$ cat config.mk
export PLATFORM = sky130hd
export DESIGN_NAME = kfs_div
export DESIGN_NICKNAME = d
export VERILOG_FILES = /design/src/sv/kfs_pkg.sv /design/src/sv/kfs_div.sv
export SDC_FILE = /design/constraint.sdc
export NUM_CORES = 1
export LEC_CHECK = 0
export CAP_MARGIN = 20
export CORE_MARGIN = 2
export CORE_UTILIZATION = 45
export CTS_CLUSTER_DIAMETER = 50
export DETAILED_ROUTE_END_ITERATION = 16
export DONT_BUFFER_PORTS = 1
export GPL_TIMING_DRIVEN = 0
export PLACE_DENSITY = 0.67
export SETUP_SLACK_MARGIN = 0.1
export SYNTH_ARGS = -nofsm -noshare
export SYNTH_HDL_FRONTEND = slang
export SYNTH_SLANG_ARGS = --single-unit
$ cat constraint.sdc
create_clock -name clk -period 7 [get_ports clk]
set_input_delay 0.35 -clock clk [delete_from_list [all_inputs] [get_ports clk]]
set_output_delay 0.35 -clock clk [all_outputs]
set_load 0.05 [all_outputs]
$ cat src/sv/kfs_pkg.sv
// Package for the keyframe vec3 linear sampler: op codes, state encoding, sizes.
// No dependencies.
`default_nettype none
package kfs_pkg;
	localparam int KfsMaxKeys = 64;
	localparam int TimeW = 32;
	localparam int ValW = 32;
	localparam int FracW = 16;

	typedef enum logic [1:0] {
		OP_CLEAR  = 2'd0,
		OP_APPEND = 2'd1,
		OP_SAMPLE = 2'd2,
		OP_NONE   = 2'd3
	} op_t;

	typedef enum logic [3:0] {
		ST_IDLE,
		ST_SCAN1,
		ST_CHECK,
		ST_SCAN2,
		ST_RDLO,
		ST_RDHI,
		ST_DIV,
		ST_MUL,
		ST_SUM,
		ST_EMITKEY,
		ST_OUT
	} state_t;
endpackage
`default_nettype wire

$ cat src/sv/kfs_div.sv
// Restoring divider, one quotient bit per cycle: (num << 16) / den, clamped to Q0.16.
// Uses kfs_pkg.
`default_nettype none
module kfs_div (
	input  wire logic                        clk,
	input  wire logic                        arst_n,
	input  wire logic                        start,
	input  wire logic [kfs_pkg::TimeW-1:0]   num,
	input  wire logic [kfs_pkg::TimeW-1:0]   den,
	output logic                             done,
	output logic [kfs_pkg::FracW-1:0]        frac
);
	import kfs_pkg::*;
	localparam int NW = TimeW + FracW;
	localparam int CW = $clog2(NW + 1);

	logic [NW-1:0]    quo_q;
	logic [TimeW:0]   rem_q;
	logic [TimeW-1:0] den_q;
	logic [CW-1:0]    cnt_q;
	logic             run_q;
	logic [TimeW:0]   trial;
	logic             take;

	always_comb begin
		trial = {rem_q[TimeW-1:0], quo_q[NW-1]};
		take = trial >= {1'b0, den_q};
	end

	always_ff @(posedge clk or negedge arst_n) begin
		if (!arst_n) begin
			run_q <= 1'b0;
			cnt_q <= '0;
			done <= 1'b0;
		end else begin
			done <= 1'b0;
			if (start) begin
				run_q <= 1'b1;
				cnt_q <= CW'(NW);
			end else if (run_q) begin
				cnt_q <= cnt_q - 1'b1;
				if (cnt_q == CW'(1)) begin
					run_q <= 1'b0;
					done <= 1'b1;
				end
			end
		end
	end

	always_ff @(posedge clk) begin
		if (start) begin
			quo_q <= {num, {FracW{1'b0}}};
			rem_q <= '0;
			den_q <= den;
		end else if (run_q) begin
			rem_q <= take ? trial - {1'b0, den_q} : trial;
			quo_q <= {quo_q[NW-2:0], take};
		end
	end

	// a quotient of 2^16 or more saturates to the largest Q0.16 fraction
	assign frac = (|quo_q[NW-1:FracW]) ? {FracW{1'b1}} : quo_q[FracW-1:0];

	a_no_restart: assert property (@(posedge clk) disable iff (!arst_n) start |-> !run_q)
		else $error("divider restarted while busy");
	a_done_idle: assert property (@(posedge clk) disable iff (!arst_n) done |-> !run_q)
		else $error("done while running");
	a_run_count: assert property (@(posedge clk) disable iff (!arst_n) run_q |-> cnt_q != '0)
		else $error("run with zero count");
endmodule
`default_nettype wire

# Word-level counts from Yosys, hierarchy flattened
# Index checks and enable logic that the tools add are counted.
[totals]
mem_bits_rw = 0
mem_count = 0
latchBits = 0
input_bits = 67
romBits = 0
output_inout_bits = 17
ff_bits = 120
[op_classes]
add_sub_neg = 2
n_mux = 12
n_eq_ne = 1
shift = 0
order_cmp = 1
div_mod_pow = 0
n_mul = 0
reduce_logical = 2
bitwise = 0
[ops]
columns = ["cell", "count"]
rows = [
  ["48-bit two-way mux", 2],
  ["33-bit by 32-bit greater-or-equal comparator with 1-bit output", 1],
  ["32-bit two-way mux", 1],
  ["32-bit OR reduction", 1],
  ["32-bit subtractor", 1],
  ["16-bit two-way mux", 1],
  ["6-bit two-way mux", 2],
  ["6-bit by 1-bit == test with 1-bit output, second input constant", 1],
  ["1-bit two-way mux", 6],
  ["6-bit by 1-bit subtractor with 6-bit output, second input constant", 1],
  ["2-bit nonzero test", 1],
]

# Logic depth before layout (Yosys ltp)
# Gate-level depths: netlist of the first run.
[logic_depth]
word_depth = 4
ltp_mapped = 13

# Worst setup path after synthesis of the first run
# No wires, ideal clock.
[synth_path]
path_type = "reg2reg"
start = "register quo_q[47]"
end = "register rem_q[28]"
t_arrival_ns = 2.562
path_stages_with_launch = 12
setup_slack_ns = 4.378
n_path_buf = 0
cell_sequence = "edfxtp_1 > inv_1 > ha_1 > fa_1 > nand2b_1 > a211oi_2 > o2111ai_1 > a31oi_1 > a2111oi_2 > o31ai_1 > mux2_2 > nand2_1"
[synth_via]
elab_chain_len = 2
elab_cells_between_ends = 3
[synth_rtl]
columns = ["element", "line", "source"]
rows = [
  ["start: declaration", "kfs_div.sv:17", "logic [NW-1:0] quo_q;"],
  ["start signal: assignment", "kfs_div.sv:52", "quo_q <= {num, {FracW{1'b0}}};"],
  ["start signal: assignment", "kfs_div.sv:57", "quo_q <= {quo_q[NW-2:0], take};"],
  ["32-bit subtractor / 33-bit by 32-bit greater-or-equal comparator with 1-bit output (equally long branches)", "kfs_div.sv:56, kfs_div.sv:27", ""],
  ["32-bit two-way mux (*)", "kfs_div.sv:56", "rem_q <= take ? trial - {1'b0, den_q} : trial;"],
  ["end signal: assignment", "kfs_div.sv:56", ""],
  ["end: declaration", "kfs_div.sv:18", "logic [TimeW:0] rem_q;"],
]
# Mark *: on every way between the ends. The rest lies on a longest branch, timed or not.
# A chain may end at the register's enable or synchronous reset.

# Final worst setup path of the first run
# Same ends and word-level chain as after synthesis.

==> results of run 1 <==
[report_power, final]
group / internal, uW / total, uW / switching (uW)
Clock: 583 / 918 / 334
Combinational: 472 / 1100 / 627
Sequential: 868 / 969 / 101
Total: 1920 / 2990 / 1060
[critical path, stage by stage, from the launching register on]
cell and delay, ns:
edfxtp_1 0.37, inv_1 0.09, ha_1 0.23, fa_1 0.40
nand2b_1 0.21, a211oi_2 0.29, o2111ai_1 0.25, a31oi_1 0.37
a2111oi_2 0.17, o31ai_1 0.25, mux2_2 0.37, nand2_1 0.07
[per-stage QoR]
step | utilization | std cells
detailed placement | 0.470 | 871
global placement | 0.470 | 871
floorplan | - | 683
CTS | 0.512 | 904
finish | 0.519 | 913
global route | 0.519 | 913
[cell usage after synthesis, types with 19 or more instances]
library cell	instances	share of area
a21oi_1	28	0.021
a22o_1	33	0.042
clkbuf_1	23	0.013
dfxtp_1	48	0.14
edfxtp_1	64	0.28
ha_1	34	0.062
inv_1	44	0.024
mux2i_1	20	0.029
nand2_1	70	0.038
nor2_1	71	0.039
o21ai_0	23	0.017
or3_1	19	0.017
xnor2_1	20	0.026
[final timing paths]
path	startpoint	endpoint	slack [ns]
worst max-delay path	quo_q[47]$_DFFE_PP_	rem_q[28]$_SDFFE_PP0P_	3.86
worst min-delay path	den[10]	den_q[10]$_DFFE_PP_	0.02
worst max register to register	quo_q[47]$_DFFE_PP_	rem_q[28]$_SDFFE_PP0P_	3.86
worst min register to register	rem_q[31]$_SDFFE_PP0P_	rem_q[31]$_SDFFE_PP0P_	0.46
max in group asynchronous	arst_n	run_q$_DFF_PN0_	6.45
min in group asynchronous	arst_n	cnt_q[0]$_DFFE_PN0P_	0.27
[kinds of logic after synthesis]
kind of cell    share of synthesized area
compound gates                      0.213
xor+xnor                           0.0333
fa+ha+maj                          0.0652
buf+inv                            0.0526
flops                               0.451
mux                                0.0332
simple gates                        0.152
[placed cells by master, fill, tap and decap left out, types with 7 or more instances in the layout]
| cell | count |
|---|---|
| nor4_1 | 10 |
| nand2_1 | 70 |
| a21oi_1 | 28 |
| o21ai_0 | 23 |
| dfrtp_1 | 8 |
| inv_1 | 44 |
| a211oi_1 | 7 |
| edfxtp_1 | 64 |
| mux2i_1 | 20 |
| or3_1 | 19 |
| nor3_1 | 7 |
| nor2_1 | 71 |
| ha_1 | 34 |
| nand4_1 | 10 |
| clkbuf_16 | 19 |
| clkbuf_1 | 23 |
| dlygate4sd3_1 | 9 |
| xnor2_1 | 20 |
| a22o_1 | 33 |
| o211ai_1 | 8 |
| dfxtp_1 | 48 |
| a21o_1 | 14 |
| a311oi_2 | 13 |
[cell type report]
type / count / area (um2) / area share
Multi-Input combinational cell: 483 / 3390 / 0.434
Inverter: 44 / 165 / 0.0212
Timing Repair Buffer: 10 / 118 / 0.0151
Sequential cell: 120 / 3080 / 0.395
Tap cell: 188 / 235 / 0.0301
Clock buffer: 21 / 497 / 0.0636
Clock inverter: 11 / 128 / 0.0163
Buffer: 36 / 194 / 0.0248
[registers in the layout (all words and copies together) (netlist names)]
signal	cells
quo_q	48
den_q	32
rem_q	32
cnt_q	6
done	1
run_q	1
[layer usage]
layer	vias up	GRT usage
li1	2569	-
met1	2522	0.256
met2	188	0.341
met3	40	0.0494
met4	0	0.0963
met5	-	0
[repair_timing]
| item | in CTS | in global routing |
|---|---|---|
| setup buffers | 0 | 0 |
| endpoints found under the setup margin | 0 | 0 |
| hold buffers | 1 | 8 |
| endpoints found under the hold margin | 8 | 8 |
==> results.cfg, run 1 <==
[outcome]
outcome = finished, final reports clean

[sta]
setup_slack_ns = 3.86
post-route-min-period_ns = 3.14
relSlewSlack = 0.454
fin_setup_tns_ns = 0
hold_viol_final = 0
max_slew.worst_pin.slew_ns = 0.819
fin_crit_sh = 0.448
slew_violations = 0
finalSetupViolCount = 0
skew_ns = 0.00848
grt_setup_unrepaired = false
hold_ws_ns = 0.0176
fmaxAchievable_mhz = 319

[floorplan]
chipWidth_um = 127
start_util = 0.454
io_pins = 84
dieArea_um2 = 16200
fp.dieH_um = 127
core.rowCount = 45
core_um2 = 15000

[final_layout]
nNetsFinal = 814
finalInstanceArea_um2 = 7810
drive_gt1_frac = 0.113
areaGrowthSynthToFinish_pct = 14.3
n_fill_cell = 1340
antenna_cells = 0

[drt]
vias = 5319
wl_met2_um = 7650
post_drt_wl_per_cell_um = 17.8
wl_met1_um = 7190
first_pass_iters = 4
drcViolationCount = 0
drt-initial-drc-count = 349
top_layer = met4
wl_um = 16300
vias_per_cell = 5.83
route.met3.wl_um = 937
ant_nets = 0

[cts]
root_buffer = clkbuf_16
clockBufferDepth = 2
cts_tree = yes
clkTransAtPathRegs_ns = 0.06
cts_buffers = 17
clk_latency_ns = 0.43
ctsResizeCount = 0
cts_sinks = 120
h-tree-depth = 4

[synth]
syn-cell-area_um2 = 6830
ys.flop_type = edfxtp_1
synth-seq-cells = 120
synthArstFlopShare = 0.0667
ys_types = 71
syn_nets = 785
ys_seq_area_frac = 0.451
syn_inst = 683
synth_warnings = 0
avgSynthCellArea_um2 = 10.0
synth_edf_count = 64

[global_route]
grt_max_degree = 34
grt_pass1_wl_um = 26100
antenna_found_initial = 0
grt_pass1_vias = 5267
grt_use_total = 0.206
grt_overflow_total = 0

[placement]
gp_congestion = 0.919
place_area_um2 = 7060
port_buffers = 0
post-place-ws_ns = 3.92
dp_hpwl_um = 11900

[power_and_ir_drop]
leakagePower_uw = 0.00323
power_uw = 2990
p_per_area_nw_per_um2 = 382
peakVddDrop_mv = 0.248

[setup_path]
worstRegToRegCells = 11
crit_arrival_ns = 3.51
worstSetupStartpointType = flip-flop
crit_path_max_fanout = 3
worstSetupPathType = flip-flop to flip-flop
crit_path_end_kind = flip-flop
cp.required_ns = 7.37

[run]
max_cap_viol_count = 0

[min_path]
hold_path.class = input port to flip-flop
worst_hold_path.num_cells = 0
(Power assumes the default switching activity.)
==> run 2, diff against run 1 <==
==> constraint.sdc (replaced) <==
create_clock -name clk -period 3.09 [get_ports clk]
set_input_delay 0.1545 -clock clk [delete_from_list [all_inputs] [get_ports clk]]
set_output_delay 0.1545 -clock clk [all_outputs]
set_load 0.05 [all_outputs]
==> run 2 against run 1 <==
Net effect:
- clock skew shrank 0.0019 ns
- sequential share of layout area shrank 3.2 points
- final area grew 8.9%
- utilization grew 4.6 points
- first-iteration DRC count grew 3.4%
- critical path depth is the same
- wire length grew 5.1%
- largest cell class unchanged
- clock-buffer cell count is the same
- non-clock buffer count grew 64
- highest routed layer unchanged
- die area is the same
- combinational power grew 140%
==> results.cfg, run 2 (synthesized netlist as in run 1, its figures left out) <==
[drt]
ant_nets = 0
vias_per_cell = 5.70
drcViolationCount = 0
vias = 5569
post_drt_wl_per_cell_um = 17.5
first_pass_iters = 6
wl_um = 17100
drt-initial-drc-count = 361

[final_layout]
drive_gt1_frac = 0.123
areaGrowthSynthToFinish_pct = 24.5
final_cell_mix = nor2_1 (71), nand2_1 (70), dlygate4sd3_1 (65), edfxtp_1 (64), dfxtp_1 (48)
largest_reg_flops = 48
n_fill_cell = 1278
top_regs = quo_q: 48 flops, den_q: 32 flops, rem_q: 32 flops
largest_register = quo_q
nNetsFinal = 878
final_common_cell = nor2_1
antenna_cells = 0
finalNonFillerCells = 977

[cts]
clkTransAtPathRegs_ns = 0.06
clk_latency_ns = 0.43
cts_tree = yes
clockBufferDepth = 2
root_buffer = clkbuf_16
cts_buffers = 17
cts_sinks = 120
h-tree-depth = 4

[setup_path]
ff2ff_setup_slack_ns = 0.17
crit_arrival_ns = 3.29
critPathBufInv = 1
r2r_start = quo_q[47]$_DFFE_PP_
slowest_stage = fa_1
slowest_delay_ns = 0.42
worstSetupStartpointType = flip-flop
crit_path_max_fanout = 3
cp_top_family = compound AO/OA/AOI/OAI gates
endpoint = rem_q[28]$_SDFFE_PP0P_
worstRegToRegCells = 11
r2r_end = rem_q[28]$_SDFFE_PP0P_
crit_path_end_kind = flip-flop
worstSetupPathType = flip-flop to flip-flop
cp.depth = 11
cp_cell_sequence = inv_1 > ha_1 > fa_1 > nand2b_4 > a211oi_4 > o2111ai_4 > a31oi_4 > a2111oi_2 > o31ai_1 > mux2_2 > nand2_1
startpoint = quo_q[47]$_DFFE_PP_
cp.required_ns = 3.46

[min_path]
hold_path.class = input port to flip-flop
worst_hold_path.num_cells = 1

[sta]
fin_setup_tns_ns = 0
fin_crit_sh = 0.944
slew_violations = 0
fmaxAchievable_mhz = 343
max_slew.worst_pin.slew_ns = 0.821
finalSetupViolCount = 0
skew_ns = 0.00655
hold_viol_final = 0
post-route-min-period_ns = 2.92
relSlewSlack = 0.453
grt_setup_unrepaired = true

[global_route]
antenna_found_initial = 0
grt_max_degree = 33
grt_busiest_layer = met2
grt_use_total = 0.216
use_met2 = 0.367
globalRouteMet3Util = 0.0490
grt_overflow_total = 0
grt_pass1_vias = 5622
grt_pass1_wl_um = 27300
grt_util_met1 = 0.262

[floorplan]
core.rowCount = 45
io_pins = 84
chipWidth_um = 127
dieArea_um2 = 16200
core_um2 = 15000
fp.dieH_um = 127
start_util = 0.454

[placement]
dp_hpwl_um = 11900
port_buffers = 0
gp_congestion = 0.919
dp.cells = 871

[power_and_ir_drop]
power_uw = 6910
leakagePower_uw = 0.00352
peakVddDrop_mv = 0.583
p_per_area_nw_per_um2 = 813

[outcome]
outcome = finished, final reports clean

[run]
max_cap_viol_count = 0
==> run 2: through the flow <==
step           setup slack (ns)  hold WS, ns  area, um2  utilization
2_1_floorplan             0.468       -0.141       6830            -
3_3_place_gp            0.00984       -0.141       7060        0.470
3_5_place_dp            0.00705       -0.141       7060        0.470
4_1_cts                   0.105       0.0576       8390        0.558
5_1_grt                  0.0780       0.0620       8500        0.566
6_report                  0.172       0.0656       8500        0.566
==> run 2: worst min path at each step <==
stage,startpoint,endpoint,slack (ns)
after detailed placement,arst_n,done$_DFF_PN0_,-0.14
after CTS,start,den_q[24]$_DFFE_PP_,0.06
after floorplan,arst_n,cnt_q[0]$_DFFE_PN0P_,-0.14
after global placement,arst_n,done$_DFF_PN0_,-0.14
final,start,den_q[28]$_DFFE_PP_,0.07
after global routing,start,den_q[24]$_DFFE_PP_,0.06
==> run 2: report_power, final <==
part | switching [uW] | internal [uW] | total [uW]
Sequential | 232 | 1960 | 2200
Combinational | 1490 | 1150 | 2640
Clock | 756 | 1320 | 2080
Total | 2480 | 4430 | 6910
==> run 2: per-layer routing <==
layer | part of all wire | wire, um | up-vias
met5 | 0 | 0 | -
met4 | 0.027 | 458 | 0
met3 | 0.046 | 784 | 37
met2 | 0.48 | 8240 | 177
met1 | 0.44 | 7590 | 2659
li1 | - | - | 2696
==> run 2: layout make-up <==
| cell class | instances | area [um2] | area share |
|---|---|---|---|
| multi-input combinational | 483 | 3450 | 0.406 |
| buffer | 36 | 194 | 0.0228 |
| clock inverter | 11 | 128 | 0.0150 |
| timing repair buffer | 74 | 751 | 0.0883 |
| tap | 188 | 235 | 0.0277 |
| clock buffer | 21 | 497 | 0.0584 |
| inverter | 44 | 165 | 0.0194 |
| sequential | 120 | 3080 | 0.363 |
==> run 2: repair_timing <==
item                                    4_1_cts  5_1_grt
hold endpoints to repair                    104        0
endpoints found under the setup margin        3       16
pin swaps                                     3        7
cloned                                        0        0
setup buffers                                 2        5
hold buffers                                 66        0
resized for setup                             2        9
